`config.mk`:
```
export PLATFORM = sky130hd
export DESIGN_NAME = int4_dequant_dot_product
export DESIGN_NICKNAME = d
export VERILOG_FILES = /design/src/sv/idp_pkg.sv /design/src/sv/idp_front.sv /design/src/sv/idp_queue.sv /design/src/sv/idp_back.sv /design/src/sv/int4_dequant_dot_product.sv
export SDC_FILE = /design/constraint.sdc
export NUM_CORES = 2
export LEC_CHECK = 0
export ABC_AREA = 1
export ABC_CLOCK_PERIOD_IN_PS = 79700
export BUFFER_PORTS_ARGS = -buffer_cell sky130_fd_sc_hd__buf_2
export CORE_MARGIN = 8
export CORE_UTILIZATION = 53
export DETAILED_ROUTE_END_ITERATION = 12
export GPL_TIMING_DRIVEN = 0
export PLACE_DENSITY_LB_ADDON = 0.1
export REMOVE_ABC_BUFFERS = 1
export SETUP_SLACK_MARGIN = 0.05
export SYNTH_ARGS = -nofsm -noshare
export SYNTH_HDL_FRONTEND = slang
export SYNTH_HIERARCHICAL = 1
export SYNTH_SLANG_ARGS = --single-unit
export TNS_END_PERCENT = 5
```
`constraint.sdc`:
```
create_clock -name i_clk -period 79.7 [get_ports i_clk]
set_clock_uncertainty 0.1 [all_clocks]
set_input_delay 11.955 -clock i_clk [delete_from_list [all_inputs] [get_ports i_clk]]
set_output_delay 11.955 -clock i_clk [all_outputs]
set_load 0.005 [all_outputs]
```
`src/sv/idp_pkg.sv`:
```
package idp_pkg;

    localparam logic [31:0] CANON_NAN   = 32'h7FC0_0000;
    localparam logic [3:0]  NIBBLE_MASK = 4'hF;

    // One queued term: operands ready for the arithmetic back end
    typedef struct packed {
        logic [31:0] act;
        logic [31:0] wgt;
        logic [31:0] scale;
        logic        last;
    } t_term;

    typedef enum logic [1:0] {
        B_IDLE,
        B_MUL1,
        B_MUL2,
        B_ADD
    } t_bstate;

    // Signed 4-bit weight to IEEE single
    function automatic logic [31:0] nib_to_fp(input logic [3:0] nib);
        logic [31:0] r;
        case (nib)
            4'h0: r = 32'h0000_0000;
            4'h1: r = 32'h3F80_0000;
            4'h2: r = 32'h4000_0000;
            4'h3: r = 32'h4040_0000;
            4'h4: r = 32'h4080_0000;
            4'h5: r = 32'h40A0_0000;
            4'h6: r = 32'h40C0_0000;
            4'h7: r = 32'h40E0_0000;
            4'h8: r = 32'hC100_0000;
            4'h9: r = 32'hC0E0_0000;
            4'hA: r = 32'hC0C0_0000;
            4'hB: r = 32'hC0A0_0000;
            4'hC: r = 32'hC080_0000;
            4'hD: r = 32'hC040_0000;
            4'hE: r = 32'hC000_0000;
            default: r = 32'hBF80_0000;
        endcase
        return r;
    endfunction

    function automatic logic [5:0] clz48(input logic [47:0] v);
        logic [5:0] cnt;
        logic       found;
        cnt   = '0;
        found = 1'b0;
        for (int i = 47; i >= 0; i--) begin
            if (!found) begin
                if (v[i]) found = 1'b1;
                else      cnt = cnt + 6'd1;
            end
        end
        return cnt;
    endfunction

    function automatic logic [4:0] clz28(input logic [27:0] v);
        logic [4:0] cnt;
        logic       found;
        cnt   = '0;
        found = 1'b0;
        for (int i = 27; i >= 0; i--) begin
            if (!found) begin
                if (v[i]) found = 1'b1;
                else      cnt = cnt + 5'd1;
            end
        end
        return cnt;
    endfunction

    // IEEE single multiply, round to nearest even, subnormals kept
    function automatic logic [31:0] fp_mul(input logic [31:0] a, input logic [31:0] b);
        logic               s, a_nan, b_nan, a_inf, b_inf, a_zero, b_zero;
        logic [23:0]        ma, mb;
        logic signed [11:0] ea, eb, e, sh;
        logic [47:0]        p, n, n2;
        logic [5:0]         lz;
        logic [7:0]         ef;
        logic [22:0]        frac;
        logic               g, st, lost, rup;
        logic [30:0]        res;
        logic [31:0]        r;
        s      = a[31] ^ b[31];
        a_nan  = (&a[30:23]) && (|a[22:0]);
        b_nan  = (&b[30:23]) && (|b[22:0]);
        a_inf  = (&a[30:23]) && !(|a[22:0]);
        b_inf  = (&b[30:23]) && !(|b[22:0]);
        a_zero = (a[30:0] == 31'd0);
        b_zero = (b[30:0] == 31'd0);
        ma = {|a[30:23], a[22:0]};
        mb = {|b[30:23], b[22:0]};
        ea = (a[30:23] == 8'd0) ? 12'sd1 : $signed({4'd0, a[30:23]});
        eb = (b[30:23] == 8'd0) ? 12'sd1 : $signed({4'd0, b[30:23]});
        p  = ma * mb;
        lz = clz48(p);
        n  = p << lz;
        e  = ea + eb - 12'sd126 - $signed({6'd0, lz});
        sh = 12'sd1 - e;
        ef = 8'd0; frac = '0; g = 1'b0; st = 1'b0; lost = 1'b0; n2 = '0;
        if (a_nan || b_nan || (a_inf && b_zero) || (b_inf && a_zero)) begin
            r = CANON_NAN;
        end else if (a_inf || b_inf) begin
            r = {s, 8'hFF, 23'd0};
        end else if (a_zero || b_zero) begin
            r = {s, 31'd0};
        end else if (e >= 12'sd255) begin
            r = {s, 8'hFF, 23'd0};
        end else begin
            if (e >= 12'sd1) begin
                ef   = e[7:0];
                frac = n[46:24];
                g    = n[23];
                st   = |n[22:0];
            end else begin
                // Denormalize: shift right, keep what falls off as sticky
                if (sh >= 12'sd48) begin
                    n2   = '0;
                    lost = |n;
                end else begin
                    n2   = n >> sh[5:0];
                    lost = |(n & ((48'd1 << sh[5:0]) - 48'd1));
                end
                frac = n2[46:24];
                g    = n2[23];
                st   = (|n2[22:0]) | lost;
            end
            rup = g & (st | frac[0]);
            res = {ef, frac} + {30'd0, rup};
            r   = {s, res};
        end
        return r;
    endfunction

    // IEEE single add, round to nearest even, subnormals kept
    function automatic logic [31:0] fp_add(input logic [31:0] a, input logic [31:0] b);
        logic        a_nan, b_nan, a_inf, b_inf;
        logic [31:0] x, y, r;
        logic [23:0] mx, my;
        logic [7:0]  ex, ey, d;
        logic [26:0] xa, yb, yal;
        logic [27:0] sum, n;
        logic [4:0]  lz, shl;
        logic [8:0]  e;
        logic [7:0]  ef;
        logic [22:0] frac;
        logic        g, st, rup;
        logic [30:0] res;
        a_nan = (&a[30:23]) && (|a[22:0]);
        b_nan = (&b[30:23]) && (|b[22:0]);
        a_inf = (&a[30:23]) && !(|a[22:0]);
        b_inf = (&b[30:23]) && !(|b[22:0]);
        if (a[30:0] < b[30:0]) begin
            x = b; y = a;
        end else begin
            x = a; y = b;
        end
        mx = {|x[30:23], x[22:0]};
        my = {|y[30:23], y[22:0]};
        ex = (x[30:23] == 8'd0) ? 8'd1 : x[30:23];
        ey = (y[30:23] == 8'd0) ? 8'd1 : y[30:23];
        d  = ex - ey;
        xa = {mx, 3'b000};
        yb = {my, 3'b000};
        if (d >= 8'd27) begin
            yal = {26'd0, |my};
        end else begin
            yal = yb >> d[4:0];
            yal[0] = yal[0] | (|(yb & ((27'd1 << d[4:0]) - 27'd1)));
        end
        if (x[31] ^ y[31]) sum = {1'b0, xa} - {1'b0, yal};
        else               sum = {1'b0, xa} + {1'b0, yal};
        lz  = clz28(sum);
        shl = ({3'd0, lz} > ex) ? ex[4:0] : lz;
        n   = sum << shl;
        e   = {1'b0, ex} + 9'd1 - {4'd0, shl};
        ef  = n[27] ? e[7:0] : 8'd0;
        frac = n[26:4];
        g    = n[3];
        st   = |n[2:0];
        rup  = g & (st | frac[0]);
        res  = {ef, frac} + {30'd0, rup};
        if (a_nan || b_nan || (a_inf && b_inf && (a[31] != b[31]))) begin
            r = CANON_NAN;
        end else if (a_inf) begin
            r = a;
        end else if (b_inf) begin
            r = b;
        end else if ((a[30:0] == 31'd0) && (b[30:0] == 31'd0)) begin
            r = {a[31] & b[31], 31'd0};
        end else if (sum == 28'd0) begin
            r = 32'd0;
        end else if (n[27] && (e >= 9'd255)) begin
            r = {x[31], 8'hFF, 23'd0};
        end else begin
            r = {x[31], res};
        end
        return r;
    endfunction

endpackage

```
`src/sv/idp_front.sv`:
```
module idp_front
    import idp_pkg::*;
(
    input  logic        i_valid,
    input  logic [31:0] i_activation,
    input  logic [7:0]  i_weight_byte,
    input  logic        i_high_nibble,
    input  logic [31:0] i_group_scale,
    input  logic        i_last_term,
    input  logic        i_q_full,
    output logic        o_ready,
    output logic        o_push,
    output t_term       o_term
);

    logic [3:0] nib;

    // Pick the nibble and turn it into a float
    assign nib = i_high_nibble ? (i_weight_byte[7:4] & NIBBLE_MASK)
                               : (i_weight_byte[3:0] & NIBBLE_MASK);

    assign o_ready      = !i_q_full;
    assign o_push       = i_valid && !i_q_full;
    assign o_term.act   = i_activation;
    assign o_term.wgt   = nib_to_fp(nib);
    assign o_term.scale = i_group_scale;
    assign o_term.last  = i_last_term;

endmodule

```
`src/sv/idp_queue.sv`:
```
module idp_queue
    import idp_pkg::*;
(
    input  logic  i_clk,
    input  logic  i_rst_n,
    input  logic  i_push,
    input  t_term i_term,
    input  logic  i_pop,
    output t_term o_term,
    output logic  o_full,
    output logic  o_empty
);

    t_term      r_mem [2];
    logic       r_wp, r_rp;
    logic [1:0] r_cnt;

    // Two-entry queue
    always_ff @(posedge i_clk) begin
        if (i_push) r_mem[r_wp] <= i_term;
    end

    always_ff @(posedge i_clk) begin
        if (!i_rst_n) begin
            r_wp  <= 1'b0;
            r_rp  <= 1'b0;
            r_cnt <= 2'd0;
        end else begin
            if (i_push) r_wp <= ~r_wp;
            if (i_pop)  r_rp <= ~r_rp;
            r_cnt <= r_cnt + {1'b0, i_push} - {1'b0, i_pop};
        end
    end

    assign o_term  = r_mem[r_rp];
    assign o_full  = (r_cnt == 2'd2);
    assign o_empty = (r_cnt == 2'd0);

endmodule

```
`src/sv/idp_back.sv`:
```
module idp_back
    import idp_pkg::*;
(
    input  logic        i_clk,
    input  logic        i_rst_n,
    input  logic        i_q_empty,
    input  t_term       i_term,
    output logic        o_pop,
    output logic        o_valid,
    input  logic        i_ready,
    output logic [31:0] o_dot_sum
);

    t_bstate     r_state, n_state;
    t_term       r_op;
    logic [31:0] r_prod, r_sum, r_out;
    logic        r_out_vld;
    logic        out_busy, add_go;
    logic [31:0] sum_nxt;
    logic [31:0] mul_a, mul_b, mul_res;

    assign out_busy = r_out_vld && !i_ready;
    assign sum_nxt  = fp_add(r_sum, r_prod);

    // One multiplier: activation * weight first, then product * scale
    assign mul_a   = (r_state == B_MUL1) ? r_op.act : r_prod;
    assign mul_b   = (r_state == B_MUL1) ? r_op.wgt : r_op.scale;
    assign mul_res = fp_mul(mul_a, mul_b);

    // Next state
    always_comb begin
        n_state = r_state;
        case (r_state)
            B_IDLE: if (!i_q_empty) n_state = B_MUL1;
            B_MUL1: n_state = B_MUL2;
            B_MUL2: n_state = B_ADD;
            B_ADD:  if (add_go) n_state = B_IDLE;
            default: n_state = B_IDLE;
        endcase
    end

    // Outputs of the sequencer
    always_comb begin
        o_pop  = 1'b0;
        add_go = 1'b0;
        case (r_state)
            B_IDLE:  o_pop  = !i_q_empty;
            B_ADD:   add_go = !(r_op.last && out_busy);
            default: ;
        endcase
    end

    // Operand and product registers
    always_ff @(posedge i_clk) begin
        if (o_pop) r_op <= i_term;
        if (r_state inside {B_MUL1, B_MUL2}) r_prod <= mul_res;
        if (add_go && r_op.last) r_out <= sum_nxt;
    end

    // State, accumulator and output flag
    always_ff @(posedge i_clk) begin
        if (!i_rst_n) begin
            r_state   <= B_IDLE;
            r_sum     <= 32'd0;
            r_out_vld <= 1'b0;
        end else begin
            r_state <= n_state;
            if (add_go) r_sum <= r_op.last ? 32'd0 : sum_nxt;
            if (add_go && r_op.last) r_out_vld <= 1'b1;
            else if (i_ready)        r_out_vld <= 1'b0;
        end
    end

    assign o_valid   = r_out_vld;
    assign o_dot_sum = r_out;

endmodule

```
`src/sv/int4_dequant_dot_product.sv`:
```
// Channel | handshake          | payload
// in      | i_valid / o_ready  | i_activation, i_weight_byte, i_high_nibble,
//         |                    | i_group_scale, i_last_term
// out     | o_valid / i_ready  | o_dot_sum
//
// In the back end each item goes through the queue pop, two fp32 multiplies
// on one shared multiplier path, then the accumulate add.
// A two-entry queue decouples input acceptance from the arithmetic.
// Synchronous active-low reset clears the sum to +0 and empties the queue.
// A last item stalls in the add step while a previous result is untaken.
module int4_dequant_dot_product
    import idp_pkg::*;
(
    input  logic        i_clk,
    input  logic        i_rst_n,
    input  logic        i_valid,
    output logic        o_ready,
    input  logic [31:0] i_activation,
    input  logic [7:0]  i_weight_byte,
    input  logic        i_high_nibble,
    input  logic [31:0] i_group_scale,
    input  logic        i_last_term,
    output logic        o_valid,
    input  logic        i_ready,
    output logic [31:0] o_dot_sum
);

    t_term front_term, q_term;
    logic  q_push, q_pop, q_full, q_empty;

    idp_front u_front (
        .i_valid       (i_valid),
        .i_activation  (i_activation),
        .i_weight_byte (i_weight_byte),
        .i_high_nibble (i_high_nibble),
        .i_group_scale (i_group_scale),
        .i_last_term   (i_last_term),
        .i_q_full      (q_full),
        .o_ready       (o_ready),
        .o_push        (q_push),
        .o_term        (front_term)
    );

    idp_queue u_queue (
        .i_clk   (i_clk),
        .i_rst_n (i_rst_n),
        .i_push  (q_push),
        .i_term  (front_term),
        .i_pop   (q_pop),
        .o_term  (q_term),
        .o_full  (q_full),
        .o_empty (q_empty)
    );

    idp_back u_back (
        .i_clk     (i_clk),
        .i_rst_n   (i_rst_n),
        .i_q_empty (q_empty),
        .i_term    (q_term),
        .o_pop     (q_pop),
        .o_valid   (o_valid),
        .i_ready   (i_ready),
        .o_dot_sum (o_dot_sum)
    );

    // Queue never overflows or underflows
    a_no_overflow: assert property (@(posedge i_clk) disable iff (!i_rst_n)
        !(q_push && q_full)) else $error("queue push while full");
    a_no_underflow: assert property (@(posedge i_clk) disable iff (!i_rst_n)
        !(q_pop && q_empty)) else $error("queue pop while empty");
    // Reset drops any pending result
    a_rst_out: assert property (@(posedge i_clk) !i_rst_n |=> !o_valid)
        else $error("result valid after reset");

endmodule

```
Word-level counts from Yosys, hierarchy flattened:

Memory sizes are Yosys's and may differ from the RTL's. A register that Yosys moved wholly into a read port is not among the register bits.
Index checks and enable logic that the tools add are counted.
W data, S select, Z words.

* bits of input ports: 78
* word-level logic and storage cells: 563
* output and inout port bits: 34
* bits in read-only memories: 176
* RAM bits: 194
* register bits after elaboration: 103
* memories: 2

Memories
* u_queue.r_mem: words 2, width 97, read ports 1, clocked after Yosys merged registers in 1, wr ports 1, line idp_queue.sv:14 `t_term r_mem [2];`
* (name not given): words 16, width 11, read ports 1, clocked after Yosys merged registers in 0, wr ports 0, line idp_pkg.sv:24 `case (nib)`

* $mul: 1
* shift operators: 6
* add/sub/neg operators: 89
* equality and inequality tests: 7
* reduce and logical (&&, ||, !) cells: 68
* muxes and demuxes: 360
* order comparisons: 7
* bitwise gates (word level): 13

Operators by type and width (count)
* $mux W6: 94
* $mux W32: 10
* $mux W47: 6
* $add A6 B1 Y6 const B: 46
* $mux W5: 55
* $mux W1: 170
* $mux W23: 6
* $reduce_or A23 Y1: 6
* $add A5 B1 Y5 const B: 26
* $logic_not A31 Y1: 4
* $reduce_or A48 Y1: 2
* $mux W31: 3
* $mux W8: 10
* $add A31 B1 Y31: 2
* $and A48 B48 Y48: 1
* $mul A24 B24 Y48: 1
* $shl A1 B6 Y48 const A: 1
* $shl A48 B6 Y48: 1
* $shr A48 B6 Y47: 1
* $sub A48 B1 Y48 const B: 1
* $logic_not A8 Y1: 4
* $reduce_and A8 Y1: 4
* $reduce_or A8 Y1: 4
* $lt A31 B31 Y1: 1
* other kinds (49): 92

Depth between registers and ports, before layout:

* word-level depth: 170
* mapped depth: 251
* depth with buffers taken out: 244

By module:

Netlist, hierarchy kept.

By module, submodules not included
* idp_back: area an instance 52708.1 sq um, cells each 8558, instances 1, seq. area each 5535.3 sq um
* idp_queue: area an instance 7342.0 sq um, cells each 335, instances 1, seq. area each 5925.7 sq um
* idp_front: area an instance 1053.5 sq um, cells each 157, instances 1, seq. area each 0.0 sq um

Least setup slack after synthesis:

Ideal clock, no wire load.

* path kind: flip-flop to flip-flop
* from: register u_back.r_state[1]
* to: register u_back.r_prod[0] (data pin)
* setup time: 0.257 ns
* clock period less this slack: 36.712 ns
* data required time: 79.343 ns
* path buffers: 10
* setup slack: 42.988 ns
* arrival time: 36.354 ns
* cell stages (with the launch flop): 239
* cell sequence: dfxtp_1 inv_1 ha_1 clkbuf_1 clkbuf_1 clkbuf_1 buf_1 o21ai_1 clkinv_1 clkbuf_1 nand2_1 fa_1 inv_1 fa_1 fa_1 inv_1 fa_1 fa_1 (+203 left out) or4_1 nor2_1 nand2_1 or2_2 nor2_1 nand4_1 nor2_1 nand2_1 xor2_1 o22ai_1 inv_1 nand4_1 nor2_1 nand4_1 a21oi_1 nand2_1 nand2_1 a21oi_1

* cells in the longest elaborated chain, start to end: 167
* elaborated cells on any way between the ends: 312
* classes of those cells: 53 x add/sub; 1 x mul; 3 x order compare; 1 x eq/ne; 3 x shift; 219 x mux; 4 x bitwise; 28 x reduce/logical

Ends and longest elaborated chain
* start: declaration: line idp_back.sv:14 `t_bstate r_state, n_state;`
* start signal: assignment: line idp_back.sv:67 `r_state <= n_state;`
* $eq A2 B1 Y1 *: line idp_back.sv:26, idp_back.sv:27
* $mux W32, on equally long branches: line idp_back.sv:26, idp_back.sv:27
* $reduce_or A8 Y1, on equally long branches: line idp_pkg.sv:92, idp_pkg.sv:93
* $mul A24 B24 Y48: line idp_pkg.sv:96 `p = ma * mb;`
* $mux W1: line idp_pkg.sv:52 `if (v[i]) found = 1'b1;`
* $add A1 B1 Y2: line idp_pkg.sv:53 `else cnt = cnt + 6'd1;`
* $mux W6: line idp_pkg.sv:52
* $mux W6: line idp_pkg.sv:51 `if (!found) begin`
* (+151 left out)
* $mux W1: line idp_pkg.sv:111 `if (e >= 12'sd1) begin`
* $mux W1: line idp_pkg.sv:108 `end else if (e >= 12'sd255) begin`
* $mux W1: line idp_pkg.sv:106 `end else if (a_zero || b_zero) begin`
* $mux W1: line idp_pkg.sv:104 `end else if (a_inf || b_inf) begin`
* $mux W1: line idp_pkg.sv:102 `if (a_nan || b_nan || (a_inf && b_zero) || (b_inf && a_zero)) begin`
* $or A1 B1 Y1: line idp_pkg.sv:129 `rup = g & (st | frac[0]);`
* $and A1 B1 Y1: line idp_pkg.sv:129
* $add A31 B1 Y31: line idp_pkg.sv:130 `res = {ef, frac} + {30'd0, rup};`
* end signal: assignment: line idp_back.sv:56 `if (r_state inside {B_MUL1, B_MUL2}) r_prod <= mul_res;`
* end: declaration: line idp_back.sv:16 `logic [31:0] r_prod, r_sum, r_out;`

Mark *: on every way between the ends. The rest lies on a longest branch, timed or not. The select of a mux whose other input is x is not followed.
A chain may end at the register's enable or synchronous reset.

Final worst setup path:

Same ends and word-level chain as after synthesis.

==> results.txt <==
----------------------------------------------------
[Timing]
  Crit path time final ... 44740 ps
  Setup TNS ... 0 ps
  Endpoints failing hold ... 0
  Share of the clock period used by the worst path after layout ... 56.1%
  Transition time at the pin with the least slew margin ... 1400 ps
  Timing-limited maximum frequency ... 22.3 MHz
  Worst hold-check slack ... 415 ps
  Number of failing setup endpoints in the final timing report ... 0
  Setup repair after global routing missed its margin ... no
  Remaining max-slew budget at the tightest pin ... 5.86%
  Max-slew violations ... 0

[Setup path]
  Arr. time, crit path ... 45010 ps
  Setup crit end kind ... flip-flop
  Most common cell on crit path ... nand2_1
  Top fanout value on the critical path ... 59
  Highest cell delay on the worst timing path ... 1050 ps
  Critical path type ... flip-flop to flip-flop
  Highest-delay cell along the critical path ... clkinv_1
  Worst path bufs/invs ... 52
  CP required ... 79960 ps
  Critical path's top delay family ... adder cells
  Critical Path Source Type ... flip-flop

[Global route]
  Global routing usage summed across all routing layers ... 31.4%
  Wire length of the first global-routing pass ... 314000 um
  Grt total ovfl ... 0
  Vias in the first global route ... 55610
  Maximum number of pins on one net before global-route repair ... 123
  Antenna violations before repair ... 7

[Clocking]
  Clock tree from TritonCTS ... built
  Inserted Clock Buffers ... 44
  Sinks on Clock Net ... 395
  CTS clk-pin slew, worst paths ... 60 ps
  Maximum level of the CTS H-tree ... 2
  Post CTS Setup Buffer Count ... 0
  Hold bufs inserted after CTS ... 0
  CTS-repair resized insts ... 0
  Clock Latency Late Sink ... 660 ps
  Clk buf depth ... 3
  Cell chosen for the clock root ... clkbuf_16

[Detailed routing]
  Average wire per standard cell ... 19.4 um
  Violation count after the first detailed-routing iteration ... 5628
  Residual DRC ... 0
  Total routed wirelength ... 203000 um
  Ratio of routed vias to standard cells ... 5.58
  Number of vias in the routed layout ... 58262
  First-pass iteration count of the detailed router ... 7
  Detail Route Antenna Nets ... 0

[Finish]
  Synth-to-layout area growth ... 5.08%
  Highest-count cells in the layout ignoring fill and taps ... nand2_1, inv_1, nor2_1, nand3_1, fa_1
  Post-layout net count ... 9841
  Commonest non-fill, non-tap cell in the layout ... nand2_1
  Share of layout cells above drive strength 1 ... 6.14%
  Post-route core utilization ... 56.2%
  Number of inserted filler cells in the final layout ... 11284
  Number of standard cells in the layout, taps in and fillers out ... 10435

[Logic synthesis]
  Adder-cell share of the synthesized area ... 23.9%
  Post-synth EDFFs ... 355
  Proportion of netlist area held by the largest area contributor ... 17.4%
  Basic-gate share of the synthesized area counting and, or, nand and nor cells ... 32.4%
  Combinational family with the most area after synthesis ... simple AND/OR/NAND/NOR gates
  Synthesized cell area ... 0.0611 mm2
  Post-synthesis sequential element count ... 395
  Count of mapped cells out of synthesis ... 9050
  Post-synthesis compound-gate area fraction ... 7.68%
  Fraction of the yosys area taken by sequential cells ... 18.8%
  Cell type with the largest total area after synthesis ... edfxtp_1
  Xor and xnor fraction of the mapped netlist area ... 2.02%
  Post-synthesis mux area share ... 2.12%
  Yosys cell types ... 77
  Yosys warning total ... 6
  Top cells by area, synth ... edfxtp_1, nand2_1, fa_1
  Top_reg_cell synth ... edfxtp_1
  Share of async-settable or async-resettable flops after synthesis ... 0%
  Mapped Avg Cell Area ... 6.75 um2

[Floorplan]
  Floorplan die height ... 356 um
  Die area ... 0.126 mm2
  Die W ... 356 um
  Core area ... 0.114 mm2
  Number of placement rows ... 124
  Total I/O pin count ... 112
  Initial cell density of the core ... 53.4%

[Job]
  Number of max-capacitance violations reported ... 0

[Placement]
  Estimated wirelength of the detail-placed design ... 164000 um
  Number of placed instances, taps included ... 10354
  # port buffers ... 111
  GP Congestion ... 0.991

[Run status]
  Status ... finished clean

[Min path]
  Hold/Removal Path Class ... flip-flop to flip-flop

----------------------------------------------------
## worst paths after layout
| kind | start | to | slack, ps | cells past startpoint |
|---|---|---|---|---|
| setup / recovery | u_back/r_state[1] | u_back/r_prod[0] | 34960 | 231 |
| hold / removal | u_back/r_sum[22] | u_back/r_sum[22] | 420 | 2 |
| setup reg to reg | u_back/r_state[1] | u_back/r_prod[0] | 34960 | 231 |
| hold reg to reg | u_back/r_sum[22] | u_back/r_sum[22] | 420 | 2 |
## cells by family (layout without fill, tap and decap cells)
| group | count (synthesis) | after routing |
|---|---|---|
| AO/OA/AOI/OAI | 848 | 848 |
| buffers and inverters | 2007 | 1858 |
| AND/OR/NAND/NOR | 4678 | 4678 |
| multiplexers | 106 | 106 |
| other | 1 | 23 |
| XOR/XNOR | 140 | 140 |
| adder cells (fa/ha/maj) | 875 | 875 |
| flip-flops | 395 | 395 |
## through the flow
step / instance area (um2) / setup WS (ps)
after detailed placement: 62800 / 35440
after global routing: 64200 / 31740
after CTS: 64200 / 35330
after global placement: 61700 / 28400
final: 64200 / 34960
after floorplan: 59200 / 39130
## cells in the mapped netlist (83+ instances only)
master    instances
o21ai_0         364
inv_1          1526
nand3_1         722
edfxtp_1        355
nor3_1           83
nor2_1          855
a21oi_1         247
fa_1            487
buf_4            97
clkbuf_1        176
ha_1            388
nand2_1        2678
nand4_1         119
xor2_1          102
## tightest hold or removal path, delay by kind of cell, from the launching register on
kind / cells / cell delay [ps]
compound gates: 1 / 60
flops: 1 / 330
simple gates: 1 / 70
## flip-flops by register name, summed over array words and instances (netlist names), named ones only
register	flops
u_back/r_prod	32
u_back/o_valid	1
u_queue/r_rp	1
u_queue/r_cnt	2
u_back/o_dot_sum	32
u_queue/r_wp	1
u_back/r_state	2
u_back/r_op	97
u_back/r_sum	32
u_queue/r_mem	194
## per-layer routing
| metal | track usage [%] | vias to the layer above | part of all wire (%) |
|---|---|---|---|
| met5 | 0 | - | 0.0064 |
| met2 | 50.3 | 2276 | 45 |
| met1 | 42.4 | 27468 | 43 |
| met4 | 11.3 | 2 | 4.3 |
| met3 | 5.70 | 437 | 8.4 |
| li1 | - | 28079 | - |
## area by class of cell
cell class / instances / area (um2) / share of cell area, %
multi-input cells: 6668 / 41900 / 65.3
well taps: 1512 / 1890 / 2.95
clock buffers: 52 / 1190 / 1.86
inverters: 1625 / 6110 / 9.52
diodes: 2 / 5.00 / 0.00779
repair buffers: 154 / 1390 / 2.16
clock inverters: 27 / 243 / 0.378
flip-flops and latches: 395 / 11500 / 17.9
Power is not shown: default switching activity piles up to over one toggle a cycle in this logic, so the estimate is an artifact.
